`src/design/hnorm_pkg.sv`:
```
// Shared constants, types and the byte class function of the text normalizer.
package hnorm_pkg;

    localparam int unsigned RES_MAX = 3;

    localparam logic [7:0] CH_SPACE = 8'h20;
    localparam logic [7:0] CH_AMP   = 8'h26;
    localparam logic [7:0] CH_SEMI  = 8'h3b;
    localparam logic [7:0] CH_C2    = 8'hc2;
    localparam logic [7:0] CH_E2    = 8'he2;
    localparam logic [7:0] E2_LO    = 8'h80;
    localparam logic [7:0] E2_HI    = 8'had;

    localparam logic [7:0][31:0] KEEP_MAP = {
        32'hffffffff, 32'hffffffff, 32'hffffffff, 32'hffffffff,
        32'h07fffffe, 32'h87fffffe, 32'h03ff2000, 32'h00000000
    };

    // Results caused by one input item, sent out one per cycle while the receiver is ready.
    typedef struct packed {
        logic [RES_MAX-1:0][7:0] bytes;
        logic [1:0]              cnt;
        logic                    fin;
        logic                    bval;
    } grp_t;

    function automatic logic is_kept(input logic [7:0] c);
        logic [31:0] row;
        row = KEEP_MAP[c[7:5]];
        return row[c[4:0]];
    endfunction

endpackage

```
`src/design/hnorm_if.sv`:
```
// Valid/ready channel interfaces for input items and result items.
interface hnorm_in_if;
    logic       valid;
    logic       ready;
    logic [7:0] in_byte;
    logic       chunk_end;

    modport source (output valid, output in_byte, output chunk_end, input ready);
    modport sink (input valid, input in_byte, input chunk_end, output ready);
endinterface

interface hnorm_out_if;
    logic       valid;
    logic       ready;
    logic [7:0] out_byte;
    logic       byte_valid;
    logic       chunk_done;
    logic       run_last;

    modport source (output valid, output out_byte, output byte_valid,
                    output chunk_done, output run_last, input ready);
    modport sink (input valid, input out_byte, input byte_valid,
                  input chunk_done, input run_last, output ready);
endinterface

```
`src/design/html_text_normalizer.sv`:
```
// Top level of the text normalizer: input register, byte state machine, result serializer.
//
// ingress carries one raw byte per item (in_byte) with chunk_end marking the
// last byte of a chunk. egress carries normalized results: out_byte,
// byte_valid (0 only on a bare end marker), chunk_done on the chunk's final
// result and run_last on the last result caused by one input item.
// An input item causes zero to three results; a chunk_end item always
// causes at least one.
// An accepted item is held in the input register until the serializer is free;
// its result group is then loaded into the group register, from which its
// results appear on egress.
// Throughput: one item per cycle while each item causes at most one result
// and egress.ready is high. An item causing two or three results holds the
// serializer until its last result is taken, and ingress stalls behind it.
// Items causing no result do not hold the serializer.
// Reset clears the normalizer state and empties both registers; no result
// is pending afterwards. While egress.ready is low the current result
// holds, and the input register takes one more item before ingress.ready
// drops.
module html_text_normalizer (
    input  logic        clk,
    input  logic        rst_n,
    hnorm_in_if.sink    ingress,
    hnorm_out_if.source egress
);

    logic            in_v_reg;
    logic [7:0]      in_byte_reg;
    logic            in_end_reg;
    logic            free;
    logic            adv;
    hnorm_pkg::grp_t grp;

    assign adv           = in_v_reg && free;
    assign ingress.ready = !in_v_reg || adv;

    always_ff @(posedge clk or negedge rst_n)
    begin
        if (!rst_n)
        begin
            in_v_reg <= 1'b0;
        end
        else if (ingress.ready)
        begin
            in_v_reg <= ingress.valid;
        end
    end

    always_ff @(posedge clk)
    begin
        if (ingress.ready && ingress.valid)
        begin
            in_byte_reg <= ingress.in_byte;
            in_end_reg  <= ingress.chunk_end;
        end
    end

    hnorm_step u_step (
        .clk       (clk),
        .rst_n     (rst_n),
        .adv       (adv),
        .in_byte   (in_byte_reg),
        .chunk_end (in_end_reg),
        .grp       (grp)
    );

    hnorm_serial u_serial (
        .clk    (clk),
        .rst_n  (rst_n),
        .load   (adv),
        .grp    (grp),
        .free   (free),
        .egress (egress)
    );

endmodule

```
`src/design/hnorm_step.sv`:
```
// Per-byte normalizer state machine: computes the result group of one item.
module hnorm_step (
    input  logic                 clk,
    input  logic                 rst_n,
    input  logic                 adv,
    input  logic [7:0]           in_byte,
    input  logic                 chunk_end,
    output hnorm_pkg::grp_t      grp
);

    typedef enum logic [2:0] {
        M_BEGIN,
        M_CHAR,
        M_AMP,
        M_C2,
        M_E2,
        M_E2_2
    } mode_t;

    mode_t mode_reg, mode_next;
    logic  sp_reg, sp_next;
    logic  wa_reg, wa_next;
    logic  lws_reg, lws_next;

    always_comb
    begin
        logic [7:0] p0;
        logic [7:0] p1;
        logic [1:0] n0;
        logic       fin_add;
        p0        = hnorm_pkg::CH_SPACE;
        p1        = in_byte;
        n0        = 2'd0;
        mode_next = mode_reg;
        sp_next   = sp_reg;
        wa_next   = wa_reg;
        lws_next  = lws_reg;
        unique case (mode_reg)
            M_AMP:
            begin
                if (in_byte == hnorm_pkg::CH_SEMI)
                begin
                    if (!sp_reg)
                    begin
                        n0       = 2'd1;
                        sp_next  = 1'b1;
                        wa_next  = 1'b1;
                        lws_next = 1'b1;
                    end
                    mode_next = M_CHAR;
                end
            end
            M_C2, M_E2_2:
            begin
                mode_next = M_CHAR;
            end
            M_E2:
            begin
                if (in_byte >= hnorm_pkg::E2_LO && in_byte <= hnorm_pkg::E2_HI)
                begin
                    mode_next = M_E2_2;
                end
                else
                begin
                    p0        = hnorm_pkg::CH_E2;
                    n0        = 2'd2;
                    wa_next   = 1'b1;
                    lws_next  = (in_byte == hnorm_pkg::CH_SPACE);
                    mode_next = M_CHAR;
                end
            end
            default:
            begin
                if (in_byte == hnorm_pkg::CH_AMP)
                begin
                    mode_next = M_AMP;
                end
                else if (!hnorm_pkg::is_kept(in_byte))
                begin
                    if (mode_reg != M_BEGIN && !sp_reg)
                    begin
                        n0       = 2'd1;
                        sp_next  = 1'b1;
                        wa_next  = 1'b1;
                        lws_next = 1'b1;
                    end
                end
                else if (in_byte == hnorm_pkg::CH_C2)
                begin
                    mode_next = M_C2;
                end
                else if (in_byte == hnorm_pkg::CH_E2)
                begin
                    mode_next = M_E2;
                end
                else
                begin
                    p0        = in_byte;
                    n0        = 2'd1;
                    sp_next   = 1'b0;
                    wa_next   = 1'b1;
                    lws_next  = 1'b0;
                    mode_next = M_CHAR;
                end
            end
        endcase

        fin_add    = chunk_end && wa_next && !lws_next;
        grp.bytes  = {hnorm_pkg::CH_SPACE, p1, p0};
        grp.fin    = chunk_end;
        grp.bval   = 1'b1;
        grp.cnt    = n0 + {1'b0, fin_add};
        if (fin_add)
        begin
            case (n0)
                2'd0:    grp.bytes[0] = hnorm_pkg::CH_SPACE;
                2'd1:    grp.bytes[1] = hnorm_pkg::CH_SPACE;
                default: grp.bytes[2] = hnorm_pkg::CH_SPACE;
            endcase
        end
        if (chunk_end && n0 == 2'd0 && !fin_add)
        begin
            grp.cnt   = 2'd1;
            grp.bval  = 1'b0;
            grp.bytes = '0;
        end
    end

    always_ff @(posedge clk or negedge rst_n)
    begin
        if (!rst_n)
        begin
            mode_reg <= M_BEGIN;
            sp_reg   <= 1'b0;
            wa_reg   <= 1'b0;
            lws_reg  <= 1'b0;
        end
        else if (adv)
        begin
            if (chunk_end)
            begin
                mode_reg <= M_BEGIN;
                sp_reg   <= 1'b0;
                wa_reg   <= 1'b0;
                lws_reg  <= 1'b0;
            end
            else
            begin
                mode_reg <= mode_next;
                sp_reg   <= sp_next;
                wa_reg   <= wa_next;
                lws_reg  <= lws_next;
            end
        end
    end

endmodule

```
`src/design/hnorm_serial.sv`:
```
// Result group register; sends the group's results one item per cycle while egress.ready is high.
module hnorm_serial (
    input  logic              clk,
    input  logic              rst_n,
    input  logic              load,
    input  hnorm_pkg::grp_t   grp,
    output logic              free,
    hnorm_out_if.source       egress
);

    hnorm_pkg::grp_t grp_reg;
    logic [1:0]      cnt_reg;
    logic [1:0]      idx_reg;
    logic            last;
    logic            take;
    logic [7:0]      cur_byte;

    assign last = (idx_reg == cnt_reg - 2'd1);
    assign take = egress.valid && egress.ready;
    assign free = (cnt_reg == 2'd0) || (take && last);

    always_comb
    begin
        case (idx_reg)
            2'd0:    cur_byte = grp_reg.bytes[0];
            2'd1:    cur_byte = grp_reg.bytes[1];
            default: cur_byte = grp_reg.bytes[2];
        endcase
    end

    assign egress.valid      = (cnt_reg != 2'd0);
    assign egress.out_byte   = grp_reg.bval ? cur_byte : 8'h00;
    assign egress.byte_valid = grp_reg.bval;
    assign egress.run_last   = last;
    assign egress.chunk_done = grp_reg.fin && last;

    always_ff @(posedge clk or negedge rst_n)
    begin
        if (!rst_n)
        begin
            cnt_reg <= 2'd0;
            idx_reg <= 2'd0;
        end
        else if (load)
        begin
            cnt_reg <= grp.cnt;
            idx_reg <= 2'd0;
        end
        else if (take)
        begin
            if (last)
            begin
                cnt_reg <= 2'd0;
                idx_reg <= 2'd0;
            end
            else
            begin
                idx_reg <= idx_reg + 2'd1;
            end
        end
    end

    always_ff @(posedge clk)
    begin
        if (load)
        begin
            grp_reg <= grp;
        end
    end

    a_idx_in_range: assert property (@(posedge clk) disable iff (!rst_n)
        cnt_reg != 2'd0 |-> idx_reg < cnt_reg)
        else $error("result index beyond group size");

    a_load_when_free: assert property (@(posedge clk) disable iff (!rst_n)
        load |-> free)
        else $error("group loaded over unsent results");

    a_bare_result: assert property (@(posedge clk) disable iff (!rst_n)
        egress.valid && !egress.byte_valid |->
            egress.chunk_done && egress.run_last && egress.out_byte == 8'h00)
        else $error("bare result is not a lone chunk end");

    a_drain: assert property (@(posedge clk) disable iff (!rst_n)
        take && last && !load |=> !egress.valid)
        else $error("result repeated after last of group");

endmodule

```
`src/flat_wrapper.sv`:
```
// flat-port wrapper written by rule: the top's interface ports become plain ports
module html_text_normalizer_flat 
  (clk, rst_n, ingress_valid, ingress_in_byte, ingress_chunk_end, ingress_ready, egress_valid, egress_out_byte, egress_byte_valid, egress_chunk_done, egress_run_last, egress_ready);
  hnorm_in_if ingress_i ();
  hnorm_out_if egress_i ();
  input  logic clk;
  input  logic rst_n;
  input wire logic [$bits(ingress_i.valid)-1:0] ingress_valid;
  input wire logic [$bits(ingress_i.in_byte)-1:0] ingress_in_byte;
  input wire logic [$bits(ingress_i.chunk_end)-1:0] ingress_chunk_end;
  output wire logic [$bits(ingress_i.ready)-1:0] ingress_ready;
  output wire logic [$bits(egress_i.valid)-1:0] egress_valid;
  output wire logic [$bits(egress_i.out_byte)-1:0] egress_out_byte;
  output wire logic [$bits(egress_i.byte_valid)-1:0] egress_byte_valid;
  output wire logic [$bits(egress_i.chunk_done)-1:0] egress_chunk_done;
  output wire logic [$bits(egress_i.run_last)-1:0] egress_run_last;
  input wire logic [$bits(egress_i.ready)-1:0] egress_ready;
  assign ingress_i.valid = ingress_valid;
  assign ingress_i.in_byte = ingress_in_byte;
  assign ingress_i.chunk_end = ingress_chunk_end;
  assign ingress_ready = ingress_i.ready;
  assign egress_valid = egress_i.valid;
  assign egress_out_byte = egress_i.out_byte;
  assign egress_byte_valid = egress_i.byte_valid;
  assign egress_chunk_done = egress_i.chunk_done;
  assign egress_run_last = egress_i.run_last;
  assign egress_i.ready = egress_ready;
  html_text_normalizer u_core (.clk(clk), .rst_n(rst_n), .ingress(ingress_i), .egress(egress_i));
endmodule
```
`config.mk`:
```
export PLATFORM = sky130hd
export DESIGN_NAME = html_text_normalizer_flat
export DESIGN_NICKNAME = d
export VERILOG_FILES = /design/src/design/hnorm_pkg.sv /design/src/design/hnorm_if.sv /design/src/design/html_text_normalizer.sv /design/src/design/hnorm_step.sv /design/src/design/hnorm_serial.sv /design/src/flat_wrapper.sv
export SDC_FILE = /design/constraint.sdc
export NUM_CORES = 1
export LEC_CHECK = 0
export BUFFER_PORTS_ARGS = -buffer_cell sky130_fd_sc_hd__buf_2
export CAP_MARGIN = 30
export CORE_ASPECT_RATIO = 0.7
export CORE_MARGIN = 3
export CORE_UTILIZATION = 42
export DETAILED_ROUTE_END_ITERATION = 6
export GPL_ROUTABILITY_DRIVEN = 1
export MAX_ROUTING_LAYER = met4
export SETUP_SLACK_MARGIN = 0.15
export SLEW_MARGIN = 15
export SYNTH_ARGS = -nofsm -noshare
export SYNTH_HDL_FRONTEND = slang
export SYNTH_SLANG_ARGS = --single-unit
```
`constraint.sdc`:
```
create_clock -name clk -period 2.67 [get_ports clk]
set_input_delay 0.1335 -clock clk [delete_from_list [all_inputs] [get_ports clk]]
set_output_delay 0.1335 -clock clk [all_outputs]
set_load 0.02 [all_outputs]
```
-- After elaboration in Yosys (flattened, before gate mapping)
Memories as Yosys holds them, arrays and structs flattened. A register that Yosys moved wholly into a read port is not among the register bits.
Cells that the tools add are included.
- memories: 1
- flip-flop bits (word level): 46
- output and inout port bits: 13
- bits in read-only memories: 256
- input bits: 13
- word-level logic and storage cells: 139
- memories (memory ; depth ; width ; rd ports ; clocked after memory_dff ; write ports ; line ; source):
    (no name shown) ; 8 ; 32 ; 1 ; 1 ; 0 ; hnorm_pkg.sv:29 ; row = KEEP_MAP[c[7:5]];
- mux-type cells: 68
- reduce and logical (&&, ||, !) cells: 32
- magnitude comparators: 4
- $add $sub $neg: 3
- equality and inequality tests: 17
- operator list (kind ; number):
    2-to-1 mux 8 bit ; 8
    2-to-1 mux 1 bit ; 32
    2-to-1 mux 32 bit ; 1
    case mux 8 bit (2 select lines) ; 2
    equality test 8 x 6 -> 1 bit (second input constant) ; 3
    2-to-1 mux 3 bit ; 8
    2-to-1 mux 2 bit ; 10
    equality test 8 bit (second input constant) ; 2
    2-to-1 mux 16 bit ; 1
    logical AND 1 bit ; 11
    case mux 3 bit (3 select lines) ; 1
    greater-or-equal comparator 8 bit (second input constant) ; 1
    less-or-equal comparator 8 bit (second input constant) ; 1
    != test 4 x 2 -> 1 bit (second input constant) ; 2
    AND reduction 7 bit ; 1
    equality test 3 x 2 -> 1 bit (second input constant) ; 2
    equality test 3 bit (second input constant) ; 2
    zero test 2 bit ; 3
    less-than comparator 5 x 6 -> 1 bit (second input constant) ; 1
    case mux 1 bit (3 select lines) ; 2
    case mux 2 bit (3 select lines) ; 1
    nonzero test 2 bit ; 3
    nonzero test 6 bit ; 1
    OR reduction 3 bit ; 2
    18 further kinds ; 23

-- Depth between registers and ports, before layout
- depth after elaboration: 13
- depth in mapped cells: 11
- depth with buffers taken out: 10

-- Cells and area by module
Synthesis repeated with hierarchy kept, for this count alone.
- cells, all modules: 227
- area, all modules: 2523.7 um2
- modules (own cells, without submodules) (module ; sequential area each (um2) ; instances ; area an instance (um2) ; cells an instance):
    hnorm_serial ; 880.8 ; 1 ; 1223.7 ; 82
    hnorm_step ; 150.1 ; 1 ; 969.7 ; 131
    html_text_normalizer ; 295.3 ; 1 ; 330.3 ; 14

-- Worst setup path after synthesis
OpenSTA, ideal clock, no wires.
- path type: reg2reg
- from: reg u_core.in_byte_reg[2]
- to: reg u_core.u_serial.cnt_reg[1]
- data arrival time: 2.477 ns
- cell stages (with the launch flop): 11
- period minus slack after synthesis: 2.599 ns
- setup slack: 0.071 ns
- required time: 2.548 ns
- buffers on the path: 1
- library setup time: 0.122 ns
- cell sequence: edfxtp_1 > buf_6 > o311a_1 > a211o_1 > nand3_1 > and2_1 > o21ai_0 > o311a_2 > ha_1 > xnor2_1 > a32o_1
- cells in the longest elaborated chain, start to end: 12
- elaborated cells on any way between the ends: 41
- those cells by class: add/sub (1); order compare (2); eq/ne (5); mux (25); reduce/logical (8)
- RTL lines (item ; line ; source):
    start, declared ; html_text_normalizer.sv:28 ; logic [7:0] in_byte_reg;
    start signal, assigned ; html_text_normalizer.sv:53 ; in_byte_reg <= ingress.in_byte;
    parallel branches: the longest is 10 deep, another holds adder 2 x 1 -> 2 bit ; -- ;
    2-to-1 mux 2 bit (*) ; hnorm_step.sv:121 ; if (chunk_end && n0 == 2'd0 && !fin_add)
    2-to-1 mux 2 bit (*) ; hnorm_serial.sv:44 ; else if (load)
    end signal, assigned ; hnorm_serial.sv:46 ; cnt_reg <= grp.cnt;
    end, declared ; hnorm_serial.sv:12 ; logic [1:0] cnt_reg;
Mark *: on every way between the ends. The select of a mux whose other input is x is not followed.
A chain may end at the register's enable or synchronous reset.

-- Final worst setup path
- from: reg u_core.in_byte_reg[1]
- to: reg u_core.u_serial.cnt_reg[1]
The elaborated chain is that of the path after synthesis.

==> metrics.cfg <==
[detailed_routing]
route.vias.total=1985
first_pass_iters=5
avgViaCountPerCell=5.438
drt_iter0_drc=125
wl_per_cell_um=15.18
drc=0
postRouteAntennaNets=0
finalWirelength_um=5542

[floorplan]
core_um2=5423
dieArea_um2=6755
initial_utilization_pct=44.85
ios=26
die_w_um=96.96
row_count=22
die_h_um=69.67

[power]
p_seq_share_pct=36.2
max-vdd-ir-drop_mv=0.3849
p_sw_mw=1.393
combPwrFrac_pct=52.5
internal_power_mw=2.034
leakage_nw=1.303
sw_frac_of_total_pct=40.65
clkPwrFrac_pct=11.2
power-per-cell-area_nw_per_um2=1097
power_mw=3.428

[cts]
cts_num_sinks=43
h-tree-depth=2
cts_tree=built
cts_root_buffer=clkbuf_8
cts.path.max_buffers=2
cts_made_buffers=5
insertion_delay_ns=0.29
clkTransAtPathRegs_ns=0.08

[grt]
antenna_found_initial=0
grt_overflow=0
track_usage_pct=16.75
grt_pass1_wl_um=8880
grt_pass1_vias=1838
grt_max_degree=25

[cells_and_area]
largest_reg_flops=18
seqCellArea_um2=1196
area_growth_pct=28.45
drive_gt1_share_pct=35.15
multi_input_area_um2=1308
num_antenna_cells=0
layout.nets=309
fill_cells=451

[synth]
ys_async_sr_fraction_pct=25.58
netlist_area_um2=2432
avgSynthCellArea_um2=10.31
yosys_warnings=0
synth_top_area_cell=edfxtp_1
synth.top_cell.area_share_pct=34.57
synthDistinctLibCells=59
synth_common_cells=edfxtp_1, nand2_1, inv_1
synth-seq-cells=43
ys_seq_area_share_pct=49.18
postSynthCellCount=236
syn_nets=253
yosysMostFrequentCell=edfxtp_1
synth_edf_count=28
synth_top_flop_cell=edfxtp_1
synth.area.top_cells=edfxtp_1, dfrtp_1, nand2_1

[timing]
period_needed_ns=2.614
setup_viol=0
tightest_slew_ns=0.5043
setup_ws_ns=0.05636
hold_violations=0
max_freq_mhz=382.6
rsz0062_at_grt=yes
max-slew-margin-rel_pct=66.38
finClkSkew_ns=0.009790
period_share_pct=97.89
finalMaxSlewViolations=0
setup-tns-final_ns=0
hold_ws_ns=0.01637

[flow_run]
drv_cap=0

[setup_path]
reg2regPathDepth=9
path_buf_inv=0
path_depth=9
crit_path_end=u_core.u_serial.cnt_reg[1]$_DFFE_PN0P_
start_kind=flip-flop
reg2reg_from=u_core.in_byte_reg[1]$_DFFE_PP_
rr_endpoint=u_core.u_serial.cnt_reg[1]$_DFFE_PN0P_
crit_type=reg2reg
r2r_slack_ns=0.06
max_stage_delay_ns=0.52
cp_top_family=compound AO/OA/AOI/OAI gates
critPathSlowestCell=edfxtp_1
path_common_cell=o311a_4
crit_start=u_core.in_byte_reg[1]$_DFFE_PP_
worst-path-max-fanout=7
critPathArrivalTime_ns=2.80
required_ns=2.86
crit_path_end_kind=flip-flop
crit_chain=o311a_4 -> a211o_4 -> nand3_2 -> and2_4 -> o21ai_4 -> o311a_4 -> ha_4 -> xnor2_1 -> a32o_1

[worst_hold_path]
hold_path_class=in2reg

[place]
io_buffers=25
gp_congestion=0.8742
pre_cts_ws_ns=-0.02196
dp_hpwl_um=3914

[outcome]
outcome=finished, final reports clean

[worst register-to-register path, cell delays in order, from the launching register on]
cell and delay (ns):
edfxtp_1 0.52, o311a_4 0.44, a211o_4 0.37, nand3_2 0.08, and2_4 0.15, o21ai_4 0.06
o311a_4 0.37, ha_4 0.16, xnor2_1 0.12, a32o_1 0.24
[power by group through the flow]
stage / clock (mW) / sequential [mW] / combinational, mW
global placement: 0 / 1.24 / 1.54
floorplan: 0 / 1.18 / 1.13
global route: 0.425 / 1.27 / 1.99
finish: 0.386 / 1.24 / 1.80
detailed placement: 0 / 1.24 / 1.55
CTS: 0.399 / 1.23 / 1.69
[area by class of cell]
cell class	count	area share [%]
Clock buffer	7	2.443
Clock inverter	1	0.1602
Inverter	14	1.682
Multi-Input combinational cell	169	41.85
Sequential cell	43	38.29
Tap cell	72	2.883
Timing Repair Buffer	59	12.70
[kinds of logic after synthesis]
kind of cell	after synthesis	synth area share, %
adder cells (fa/ha/maj)	4	2.058
AND/OR/NAND/NOR	98	21.91
XOR/XNOR	3	1.080
AO/OA/AOI/OAI	59	18.78
buffers and inverters	25	5.246
multiplexers	4	1.749
flip-flops	43	49.18
[layout by cell type, fill, tap and decap left out, types with 3 or more instances in the layout]
cell type | Yosys | layout
buf_4 | 2 | 30
edfxtp_1 | 28 | 28
buf_2 | 3 | 26
nand2_1 | 27 | 25
inv_1 | 13 | 13
nor2_1 | 12 | 12
dfrtp_1 | 11 | 11
nor2b_1 | 9 | 9
a22oi_1 | 9 | 9
a21oi_1 | 8 | 6
nand2b_1 | 5 | 5
and2_1 | 6 | 5
nor3_1 | 5 | 5
and3_1 | 9 | 5
clkbuf_8 | 0 | 5
o31ai_1 | 4 | 4
and3_4 | 0 | 4
dfxtp_1 | 4 | 4
nand4_1 | 3 | 3
a31oi_1 | 5 | 3
nand3_1 | 4 | 3
a21boi_0 | 3 | 3
o21ai_0 | 6 | 3
ha_1 | 4 | 3
[how the worst min path moves through the flow]
stage	slack, ns	startpoint	depth (start not counted)	to
after floorplan	-0.16	rst_n	0	u_core.in_v_reg$_DFFE_PN0N_
after global placement	0.02	rst_n	1	u_core.u_serial.idx_reg[0]$_DFFE_PN0P_
after detailed placement	0.02	rst_n	1	u_core.u_serial.idx_reg[1]$_DFFE_PN0P_
after global routing	0.004	ingress_in_byte[4]	1	u_core.in_byte_reg[4]$_DFFE_PP_
final	0.02	ingress_in_byte[0]	1	u_core.in_byte_reg[0]$_DFFE_PP_
after CTS	0.006	ingress_in_byte[0]	1	u_core.in_byte_reg[0]$_DFFE_PP_
[stage by stage]
step,std cells,util [%],area (µm²)
floorplan,236,-,2452
global placement,342,50.58,2743
detailed placement,342,50.58,2743
CTS,359,55.15,2990
global route,365,57.61,3124
finish,365,57.61,3124
[layer usage]
layer / vias to the layer above / GRT usage [%] / share of wire [%]
met1: 931 / 24.64 / 52
met5: - / - / 0
met2: 47 / 23.09 / 43
li1: 1003 / - / -
met3: 4 / 3.618 / 4.4
met4: 0 / 4.673 / 0.79
[timing repair]
item / in CTS / in global routing
resized for setup: 17 / 15
pin swaps: 8 / 12
gates cloned: 0 / 1
hold endpoints to repair: 11 / 0
setup buffers: 8 / 5
hold buffers: 1 / 0
setup endpoints to repair: 11 / 11
Power figures use the tool's default switching activity.
